[config.mk]
export PLATFORM = sky130hd
export DESIGN_NAME = text_box_cell_placer
export DESIGN_NICKNAME = d
export VERILOG_FILES = /design/src/design/tbcp_pkg.sv /design/src/design/tbcp_fifo.sv /design/src/design/tbcp_front.sv /design/src/design/tbcp_back.sv /design/src/design/text_box_cell_placer.sv
export SDC_FILE = /design/constraint.sdc
export NUM_CORES = 1
export LEC_CHECK = 0
export ABC_CLOCK_PERIOD_IN_PS = 8750
export BUFFER_PORTS_ARGS = -buffer_cell sky130_fd_sc_hd__buf_4
export CORE_MARGIN = 2
export CORE_UTILIZATION = 40
export DETAILED_ROUTE_END_ITERATION = 10
export PLACE_DENSITY = 0.67
export SYNTH_ARGS = -nofsm -noshare
export SYNTH_HDL_FRONTEND = slang
export SYNTH_SLANG_ARGS = --single-unit
[constraint.sdc]
create_clock -name clk_i -period 8.75 [get_ports clk_i]
set_clock_uncertainty 0.1 [all_clocks]
set_input_delay 1.3125 -clock clk_i [delete_from_list [all_inputs] [get_ports clk_i]]
set_output_delay 1.3125 -clock clk_i [all_outputs]
set_load 0.02 [all_outputs]
[src/design/tbcp_pkg.sv]
// Shared types and constants for the text box cell placer.
// Used by the front part, the back part and the top level; depends on nothing else.
`default_nettype none

package tbcp_pkg;

  localparam int unsigned CoordBitsDef = 13;
  localparam int unsigned QueueDepth   = 2;

  localparam int unsigned CharBits    = 21;
  localparam int unsigned AttrBits    = 16;
  localparam int unsigned OriginBits  = 12;
  localparam int unsigned BoxBits     = 13;
  localparam int unsigned ModeBits    = 2;
  localparam int unsigned CfgIdxBits  = 3;
  localparam int unsigned CfgDataBits = 16;

  localparam logic [CharBits-1:0] CodeLf    = 21'd10;
  localparam logic [CharBits-1:0] CodeCr    = 21'd13;
  localparam logic [CharBits-1:0] CodeSpace = 21'd32;
  localparam logic [CharBits-1:0] CodeTab   = 21'd9;

  localparam logic [ModeBits-1:0] ModeWrap   = 2'd0;
  localparam logic [ModeBits-1:0] ModeTrunc  = 2'd2;
  localparam logic [ModeBits-1:0] ModeRepeat = 2'd3;

  localparam logic [CfgIdxBits-1:0] RegOriginCol = 3'd0;
  localparam logic [CfgIdxBits-1:0] RegOriginRow = 3'd1;
  localparam logic [CfgIdxBits-1:0] RegBoxCols   = 3'd2;
  localparam logic [CfgIdxBits-1:0] RegBoxRows   = 3'd3;
  localparam logic [CfgIdxBits-1:0] RegMode      = 3'd4;
  localparam logic [CfgIdxBits-1:0] RegForeAttr  = 3'd5;
  localparam logic [CfgIdxBits-1:0] RegBackAttr  = 3'd6;

  localparam logic [BoxBits-1:0] BoxColsRst = 13'd80;
  localparam logic [BoxBits-1:0] BoxRowsRst = 13'd24;

  typedef struct packed {
    logic [OriginBits-1:0] origin_col;
    logic [OriginBits-1:0] origin_row;
    logic [BoxBits-1:0]    box_cols;
    logic [BoxBits-1:0]    box_rows;
    logic [ModeBits-1:0]   layout_mode;
    logic [AttrBits-1:0]   fore_attr;
    logic [AttrBits-1:0]   back_attr;
  } cfg_t;

  // Character after classification by the front part
  typedef struct packed {
    logic [CharBits-1:0] codepoint;
    logic                first;
    logic                last;
    logic                is_lf;
    logic                is_cr;
    logic                is_blank;
  } cls_item_t;

endpackage

`default_nettype wire

[src/design/tbcp_fifo.sv]
// Small register queue with registered storage, used between the parts of the block.
// Depends on nothing else.
`default_nettype none

module tbcp_fifo #(
  parameter int unsigned Width = 8,
  parameter int unsigned Depth = 2
) (
  input  logic             clk_i,
  input  logic             rst_ni,
  input  logic             push_i,
  input  logic             pop_i,
  input  logic [Width-1:0] wdata_i,
  output logic [Width-1:0] rdata_o,
  output logic             full_o,
  output logic             empty_o
);

  localparam int unsigned PtrW = (Depth > 1) ? $clog2(Depth) : 1;
  localparam int unsigned CntW = $clog2(Depth + 1);

  logic [Width-1:0] mem_q [Depth];
  logic [PtrW-1:0]  wr_ptr_q, wr_ptr_d, rd_ptr_q, rd_ptr_d;
  logic [CntW-1:0]  count_q, count_d;
  logic             do_push, do_pop;

  assign full_o  = (count_q == CntW'(Depth));
  assign empty_o = (count_q == '0);
  assign do_push = push_i && !full_o;
  assign do_pop  = pop_i && !empty_o;
  assign rdata_o = mem_q[rd_ptr_q];

  always_comb begin
    wr_ptr_d = wr_ptr_q;
    rd_ptr_d = rd_ptr_q;
    if (do_push) begin
      wr_ptr_d = (wr_ptr_q == PtrW'(Depth - 1)) ? '0 : wr_ptr_q + 1'b1;
    end
    if (do_pop) begin
      rd_ptr_d = (rd_ptr_q == PtrW'(Depth - 1)) ? '0 : rd_ptr_q + 1'b1;
    end
    unique case ({do_push, do_pop})
      2'b10:   count_d = count_q + 1'b1;
      2'b01:   count_d = count_q - 1'b1;
      default: count_d = count_q;
    endcase
  end

  always_ff @(posedge clk_i or negedge rst_ni) begin
    if (!rst_ni) begin
      wr_ptr_q <= '0;
      rd_ptr_q <= '0;
      count_q  <= '0;
    end else begin
      wr_ptr_q <= wr_ptr_d;
      rd_ptr_q <= rd_ptr_d;
      count_q  <= count_d;
    end
  end

  always_ff @(posedge clk_i) begin
    if (do_push) begin
      mem_q[wr_ptr_q] <= wdata_i;
    end
  end

endmodule

`default_nettype wire

[src/design/tbcp_front.sv]
// Front part: accepts characters, classifies them and queues them for the back part.
// Depends on tbcp_pkg and tbcp_fifo.
`default_nettype none

module tbcp_front (
  input  logic                        clk_i,
  input  logic                        rst_ni,
  input  logic                        push,
  output logic                        full,
  input  logic [tbcp_pkg::CharBits-1:0] codepoint_i,
  input  logic                        first_of_call_i,
  input  logic                        end_of_text_i,
  input  logic                        take_i,
  output tbcp_pkg::cls_item_t         item_o,
  output logic                        valid_o
);
  import tbcp_pkg::*;

  cls_item_t in_item;
  logic      q_empty;

  always_comb begin
    in_item.codepoint = codepoint_i;
    in_item.first     = first_of_call_i;
    in_item.last      = end_of_text_i;
    in_item.is_lf     = (codepoint_i == CodeLf);
    in_item.is_cr     = (codepoint_i == CodeCr);
    in_item.is_blank  = (codepoint_i == CodeSpace) || (codepoint_i == CodeTab);
  end

  tbcp_fifo #(
    .Width ($bits(cls_item_t)),
    .Depth (QueueDepth)
  ) u_queue (
    .clk_i   (clk_i),
    .rst_ni  (rst_ni),
    .push_i  (push),
    .pop_i   (take_i),
    .wdata_i (in_item),
    .rdata_o (item_o),
    .full_o  (full),
    .empty_o (q_empty)
  );

  assign valid_o = !q_empty;

endmodule

`default_nettype wire

[src/design/tbcp_back.sv]
// Back part: cursor and flag state, places one classified character per cycle
// while take_i is high. Depends on tbcp_pkg.
`default_nettype none

module tbcp_back #(
  parameter int unsigned CoordBits = tbcp_pkg::CoordBitsDef
) (
  input  logic                          clk_i,
  input  logic                          rst_ni,
  input  tbcp_pkg::cfg_t                cfg_i,
  input  tbcp_pkg::cls_item_t           item_i,
  input  logic                          take_i,
  output logic                          write_enable_o,
  output logic [CoordBits-1:0]          cell_col_o,
  output logic [CoordBits-1:0]          cell_row_o,
  output logic [tbcp_pkg::CharBits-1:0] cell_char_o,
  output logic [tbcp_pkg::AttrBits-1:0] cell_fore_o,
  output logic [tbcp_pkg::AttrBits-1:0] cell_back_o,
  output logic                          finished_o,
  output logic                          replay_request_o
);
  import tbcp_pkg::*;

  // Compare width: holds cursor + 1 and origin + box size without overflow
  localparam int unsigned LimW = (CoordBits + 1 > BoxBits + 1) ? CoordBits + 1 : BoxBits + 1;

  logic [CoordBits-1:0] cursor_col_q, cursor_col_d, cursor_row_q, cursor_row_d;
  logic                 cr_pending_q, cr_pending_d;
  logic                 just_wrapped_q, just_wrapped_d;
  logic                 stopped_q, stopped_d;

  logic [LimW-1:0]      origin_col_w, origin_row_w, col_lim_p1, row_lim_p1;
  logic [CoordBits-1:0] origin_col_c, origin_row_c, col_b, row_b;
  logic                 cr_b, jw_b, stop_b, at_right, at_bottom, hold_blank, nl, we;

  assign origin_col_w = LimW'(cfg_i.origin_col);
  assign origin_row_w = LimW'(cfg_i.origin_row);
  assign origin_col_c = origin_col_w[CoordBits-1:0];
  assign origin_row_c = origin_row_w[CoordBits-1:0];
  assign col_lim_p1   = origin_col_w + LimW'(cfg_i.box_cols);
  assign row_lim_p1   = origin_row_w + LimW'(cfg_i.box_rows);

  always_comb begin
    // a new print restarts at the origin with clean flags
    col_b  = item_i.first ? origin_col_c : cursor_col_q;
    row_b  = item_i.first ? origin_row_c : cursor_row_q;
    cr_b   = item_i.first ? 1'b0 : cr_pending_q;
    jw_b   = item_i.first ? 1'b0 : just_wrapped_q;
    stop_b = item_i.first ? 1'b0 : stopped_q;

    // cursor >= limit - 1, rewritten as cursor + 1 >= limit
    at_right   = (LimW'(col_b) + 1'b1) >= col_lim_p1;
    at_bottom  = (LimW'(row_b) + 1'b1) >= row_lim_p1;
    hold_blank = jw_b && (cfg_i.layout_mode == ModeWrap) && item_i.is_blank &&
                 (col_b == origin_col_c);

    cursor_col_d   = col_b;
    cursor_row_d   = row_b;
    cr_pending_d   = cr_b;
    just_wrapped_d = jw_b;
    stopped_d      = stop_b;
    we             = 1'b0;
    nl             = 1'b0;

    if (!stop_b) begin
      if (item_i.is_lf && cr_b) begin
        cr_pending_d = 1'b0;
      end else if (item_i.is_lf || item_i.is_cr) begin
        nl = 1'b1;
      end else begin
        cr_pending_d = 1'b0;
        we           = 1'b1;
        if (at_right) begin
          nl             = 1'b1;
          just_wrapped_d = 1'b1;
        end else if (!hold_blank) begin
          cursor_col_d   = col_b + 1'b1;
          just_wrapped_d = 1'b0;
        end
      end

      if (nl) begin
        if ((cfg_i.layout_mode == ModeTrunc) || at_bottom) begin
          stopped_d = 1'b1;
        end else begin
          cr_pending_d = item_i.is_cr;
          cursor_row_d = row_b + 1'b1;
          cursor_col_d = origin_col_c;
        end
      end
    end
  end

  assign write_enable_o   = we;
  assign cell_col_o       = we ? col_b : '0;
  assign cell_row_o       = we ? row_b : '0;
  assign cell_char_o      = we ? item_i.codepoint : '0;
  assign cell_fore_o      = we ? cfg_i.fore_attr : '0;
  assign cell_back_o      = we ? cfg_i.back_attr : '0;
  assign finished_o       = stopped_d;
  assign replay_request_o = item_i.last && (cfg_i.layout_mode == ModeRepeat) && !stopped_d;

  always_ff @(posedge clk_i or negedge rst_ni) begin
    if (!rst_ni) begin
      cursor_col_q   <= '0;
      cursor_row_q   <= '0;
      cr_pending_q   <= 1'b0;
      just_wrapped_q <= 1'b0;
      stopped_q      <= 1'b0;
    end else if (take_i) begin
      cursor_col_q   <= cursor_col_d;
      cursor_row_q   <= cursor_row_d;
      cr_pending_q   <= cr_pending_d;
      just_wrapped_q <= just_wrapped_d;
      stopped_q      <= stopped_d;
    end
  end

endmodule

`default_nettype wire

[src/design/text_box_cell_placer.sv]
// Text box cell placer: top level with configuration registers and result queue.
// Path: front queue, back part placement, result queue; a full result queue stalls it.
// Throughput: one character per cycle if the result queue has room; set by the cursor update.
// Two-entry queues sit between front and back and before the result ports.
// Reset: registers to defaults (80 x 24 box at 0,0, wrap mode), cursor and flags zero,
// queues empty.
`default_nettype none

module text_box_cell_placer #(
  parameter int unsigned CoordBits = tbcp_pkg::CoordBitsDef
) (
  input  logic                             clk_i,
  input  logic                             rst_ni,
  input  logic                             cfg_valid_i,
  output logic                             cfg_ready_o,
  input  logic [tbcp_pkg::CfgIdxBits-1:0]  cfg_index_i,
  input  logic [tbcp_pkg::CfgDataBits-1:0] cfg_data_i,
  input  logic                             push,
  output logic                             full,
  input  logic [tbcp_pkg::CharBits-1:0]    codepoint_i,
  input  logic                             first_of_call_i,
  input  logic                             end_of_text_i,
  output logic                             empty,
  input  logic                             pop,
  output logic                             write_enable_o,
  output logic [CoordBits-1:0]             cell_col_o,
  output logic [CoordBits-1:0]             cell_row_o,
  output logic [tbcp_pkg::CharBits-1:0]    cell_char_o,
  output logic [tbcp_pkg::AttrBits-1:0]    cell_fore_o,
  output logic [tbcp_pkg::AttrBits-1:0]    cell_back_o,
  output logic                             finished_o,
  output logic                             replay_request_o
);
  import tbcp_pkg::*;

  localparam int unsigned ResW = 2 * CoordBits + CharBits + 2 * AttrBits + 3;

  cfg_t      cfg_q;
  cls_item_t item;
  logic      item_valid, back_take, out_full;
  logic      b_we, b_fin, b_rep;
  logic [CoordBits-1:0] b_col, b_row;
  logic [CharBits-1:0]  b_char;
  logic [AttrBits-1:0]  b_fore, b_back;
  logic [ResW-1:0]      res_wdata, res_rdata;

  assign cfg_ready_o = 1'b1;

  always_ff @(posedge clk_i or negedge rst_ni) begin
    if (!rst_ni) begin
      cfg_q.origin_col  <= '0;
      cfg_q.origin_row  <= '0;
      cfg_q.box_cols    <= BoxColsRst;
      cfg_q.box_rows    <= BoxRowsRst;
      cfg_q.layout_mode <= ModeWrap;
      cfg_q.fore_attr   <= '0;
      cfg_q.back_attr   <= '0;
    end else if (cfg_valid_i && cfg_ready_o) begin
      unique case (cfg_index_i)
        RegOriginCol: cfg_q.origin_col  <= cfg_data_i[OriginBits-1:0];
        RegOriginRow: cfg_q.origin_row  <= cfg_data_i[OriginBits-1:0];
        RegBoxCols:   cfg_q.box_cols    <= cfg_data_i[BoxBits-1:0];
        RegBoxRows:   cfg_q.box_rows    <= cfg_data_i[BoxBits-1:0];
        RegMode:      cfg_q.layout_mode <= cfg_data_i[ModeBits-1:0];
        RegForeAttr:  cfg_q.fore_attr   <= cfg_data_i[AttrBits-1:0];
        RegBackAttr:  cfg_q.back_attr   <= cfg_data_i[AttrBits-1:0];
        default: ;  // drop writes to unused indexes
      endcase
    end
  end

  tbcp_front u_front (
    .clk_i           (clk_i),
    .rst_ni          (rst_ni),
    .push            (push),
    .full            (full),
    .codepoint_i     (codepoint_i),
    .first_of_call_i (first_of_call_i),
    .end_of_text_i   (end_of_text_i),
    .take_i          (back_take),
    .item_o          (item),
    .valid_o         (item_valid)
  );

  // advance the back part when a character is queued and the result queue has room
  assign back_take = item_valid && !out_full;

  tbcp_back #(
    .CoordBits (CoordBits)
  ) u_back (
    .clk_i            (clk_i),
    .rst_ni           (rst_ni),
    .cfg_i            (cfg_q),
    .item_i           (item),
    .take_i           (back_take),
    .write_enable_o   (b_we),
    .cell_col_o       (b_col),
    .cell_row_o       (b_row),
    .cell_char_o      (b_char),
    .cell_fore_o      (b_fore),
    .cell_back_o      (b_back),
    .finished_o       (b_fin),
    .replay_request_o (b_rep)
  );

  assign res_wdata = {b_we, b_col, b_row, b_char, b_fore, b_back, b_fin, b_rep};

  tbcp_fifo #(
    .Width (ResW),
    .Depth (QueueDepth)
  ) u_result_queue (
    .clk_i   (clk_i),
    .rst_ni  (rst_ni),
    .push_i  (back_take),
    .pop_i   (pop),
    .wdata_i (res_wdata),
    .rdata_o (res_rdata),
    .full_o  (out_full),
    .empty_o (empty)
  );

  assign {write_enable_o, cell_col_o, cell_row_o, cell_char_o, cell_fore_o, cell_back_o,
          finished_o, replay_request_o} = res_rdata;

  assert property (@(posedge clk_i) disable iff (!rst_ni) back_take |=> !empty)
    else $error("result missing after back part transfer");

  assert property (@(posedge clk_i) disable iff (!rst_ni)
    (!empty && replay_request_o) |-> !finished_o)
    else $error("replay requested on a finished print");

  assert property (@(posedge clk_i) disable iff (!rst_ni)
    (!empty && !write_enable_o) |-> (cell_char_o == '0 && cell_col_o == '0 &&
                                     cell_row_o == '0))
    else $error("cell fields not cleared on a result without write");

endmodule

`default_nettype wire
==> results_dict.tcl <==
set metrics [dict create \
    synth-async-reset-ratio 0.3591 \
    num_vias 10796 \
    dr.pass1.iters 5 \
    cts_setup_buffers 0 \
    r2r-start "u_front.u_queue.rd_ptr_q" \
    cp-start-kind "register" \
    worstMarginPinSlew_ns 1.145 \
    cts_resized 0 \
    routabilityCongestion 0.9014 \
    cp_max_fo 43 \
    postSynthAreaPerCell_um2 12.84 \
    post-route-util 0.4715 \
    fin_crit_ns 6.168 \
    die_area_mm2 0.04304 \
    hold_start "u_back.cursor_row_q[1]" \
    grt_pass1_vias 10979 \
    synthCells 1289 \
    grt_max_degree 73 \
    via_per_inst 5.483 \
    clock_latency_ns 0.53 \
    wl_met2_um 19470 \
    fin_ws_ns 2.582 \
    final_cell_count_no_fill 1969 \
    cts_tree "built" \
    worstPathArrival_ns 6.49 \
    hold_end "u_back.cursor_row_q[1]" \
    slew_violations 0 \
    dpl_worst_slack_ns 2.630 \
    drtIter0Drc 733 \
    dp_hpwl_um 25560 \
    grt.overflow.total 0 \
    io_pins 132 \
    yosysTopAreaCell "edfxtp_1" \
    wl_met3_um 1359 \
    antenna_cells 0 \
    die_height_um 207.5 \
    routed_wl_um 38400 \
    routedWlPerCell_um 19.50 \
    holdPathStages 2 \
    rsz0062_at_grt "no" \
    synth_cell_types 74 \
    critPathKind "reg -> reg" \
    start_util 0.4055 \
    worstHoldPathType "reg -> reg" \
    htreeDepth 2 \
    cap_violations 0 \
    nets 1513 \
    fin_setup_tns_ns 0 \
    peakVddDrop_v 0.0001929 \
    rows 74 \
    outcome "complete, no violations" \
    die_x_um 207.5 \
    track_usage 0.1783 \
    leakage_nw 7.718 \
    fin_area_mm2 0.01925 \
    seq_area_frac_synth 0.5749 \
    numCtsBuffers 37 \
    finalHoldViolCount 0 \
    synth_area_leaders "edfxtp_1 (39%), dfrtp_1 (18%), mux2_2 (11%)" \
    required_ns 9.07 \
    mostFrequentLayoutCell "edfxtp_1" \
    grt_pass1_wl_um 60940 \
    power_density_mw_per_mm2 415.9 \
    cts_sinks 337 \
    syn-num-nets 1394 \
    drive_above_1_share 0.2770 \
    io_buffer_count 130 \
    core-area_mm2 0.04083 \
    antenna_found_initial 0 \
    ys.flop_type "edfxtp_1" \
    place_inst 1901 \
    fmax_ghz 0.1621 \
    cts_hold_buffers 0 \
    yosysTopAreaCellShare 0.3917 \
    topRoutingLayerUsed "met4" \
    timing.rr.end "u_back.cursor_col_q[2]" \
    ff2ff_setup_slack_ns 2.58 \
    cts_buffer_depth 3 \
    postRouteAntennaNets 0 \
    met1_length_um 16320 \
    path_clk_slew_ns 0.07 \
    setup_violations 0 \
    finalCritPeriodShare 0.7049 \
    cts-root-buf "clkbuf_16" \
    syn_area_mm2 0.01656 \
    area_growth_pct 16.29 \
    drc 0 \
    synth.ff_latch_count 337 \
    reg2regPathDepth 20 \
    relSlewSlack 0.2341 \
    placed_area_mm2 0.01807 \
    cp-end-kind "register" \
    final_cell_mix "edfxtp_1 (216), mux2_2 (166), buf_4 (144)" \
    synth-edff-count 216 \
    synth_warnings 0 \
]
==> power breakdown <==
part | switching (W) | internal, W
logic | 0.00217 | 0.00147
clock network | 0.000623 | 0.000891
registers | 0.000354 | 0.00250
total | 0.00314 | 0.00487
==> routing by layer <==
layer  global-route usage  up-vias
li1                     -     5050
met1               0.2261     5420
met2               0.3110      251
met3              0.02300       75
met4              0.06798        0
met5                    0        -
==> flip-flops by register name, indices dropped and copies added, names as in the netlist <==
register                  flops
u_back.cursor_row_q          13
u_front.u_queue.mem_q        52
u_result_queue.mem_q        164
u_result_queue.wr_ptr_q       1
u_back.cr_pending_q           1
u_back.stopped_q              1
u_result_queue.count_q        2
u_back.just_wrapped_q         1
cfg_q                        84
u_front.u_queue.rd_ptr_q      1
u_front.u_queue.wr_ptr_q      1
u_front.u_queue.count_q       2
u_back.cursor_col_q          13
u_result_queue.rd_ptr_q       1
==> per-stage QoR <==
stage          hold slack (ns)  power (W)
6_report                0.3832   0.008008
5_1_grt                 0.4075   0.008548
4_1_cts                 0.3868   0.008086
3_5_place_dp            0.3744   0.006543
3_3_place_gp            0.3621   0.006433
2_1_floorplan           0.3492   0.005347
==> synthesized netlist by cell type (7+ instances only) <==
cell,instances
mux2i_1,41
buf_2,9
nand3_1,33
inv_1,18
nand4_1,16
a21oi_1,44
ha_1,56
a211oi_1,9
nor3_1,24
o21a_1,7
a21o_1,10
clkbuf_1,43
mux2_2,166
nand2_1,75
xor2_1,33
edfxtp_1,216
o21ai_0,35
nand2b_1,12
o211ai_1,13
nor2_1,106
xnor2_1,39
buf_1,7
dfrtp_1,117
and3_1,41
==> cell type report <==
| class | count | area (µm²) |
|---|---|---|
| Clock buffer | 51 | 1031 |
| Timing Repair Buffer | 144 | 1081 |
| Multi-Input combinational cell | 870 | 6728 |
| Tap cell | 532 | 665.6 |
| Sequential cell | 337 | 9524 |
| Inverter | 18 | 67.56 |
| Fill cell | 3626 | 21580 |
| Clock inverter | 17 | 156.4 |
==> how the worst max path moves through the flow <==
stage	startpoint	end	slack [ns]	cells after the start
after global placement	u_front.u_queue.rd_ptr_q	u_back.cursor_col_q[2]	2.83	20
after floorplan	u_front.u_queue.rd_ptr_q	u_back.cursor_col_q[11]	3.71	24
after detailed placement	u_front.u_queue.rd_ptr_q	u_back.cursor_col_q[2]	2.63	20
final	u_front.u_queue.rd_ptr_q	u_back.cursor_col_q[2]	2.58	20
after global routing	u_front.u_queue.rd_ptr_q	u_back.cursor_col_q[2]	2.18	20
after CTS	u_front.u_queue.rd_ptr_q	u_back.cursor_col_q[2]	2.65	20
==> cell families after synthesis <==
group | after synthesis | synth area share
multiplexers | 210 | 0.1408
AO/OA/AOI/OAI | 174 | 0.07073
AND/OR/NAND/NOR | 355 | 0.1094
flip-flops | 337 | 0.5749
XOR/XNOR | 72 | 0.03809
buffers and inverters | 82 | 0.02108
other | 1 | 0.0002265
adder cells (fa/ha/maj) | 58 | 0.04474
==> worst max-delay path, cell delays in order, from the launching register on <==
cell and delay [ns]:
dfrtp_2 1.00, mux2i_4 0.35, buf_4 0.42, nand2_1 0.16, nand2_1 0.13, ha_1 0.35
nand3_1 0.15, nor3_1 0.20, a31o_2 0.19, o21ai_0 0.18, xor2_1 0.19, ha_1 0.23
a21o_1 0.20, a2111oi_0 0.29, o21a_1 0.22, o21ai_2 0.16, nor3_2 0.62, buf_4 0.34
and4b_1 0.22, a221oi_1 0.05, o221a_2 0.30
No activity file was read; power rests on OpenSTA's default activity.
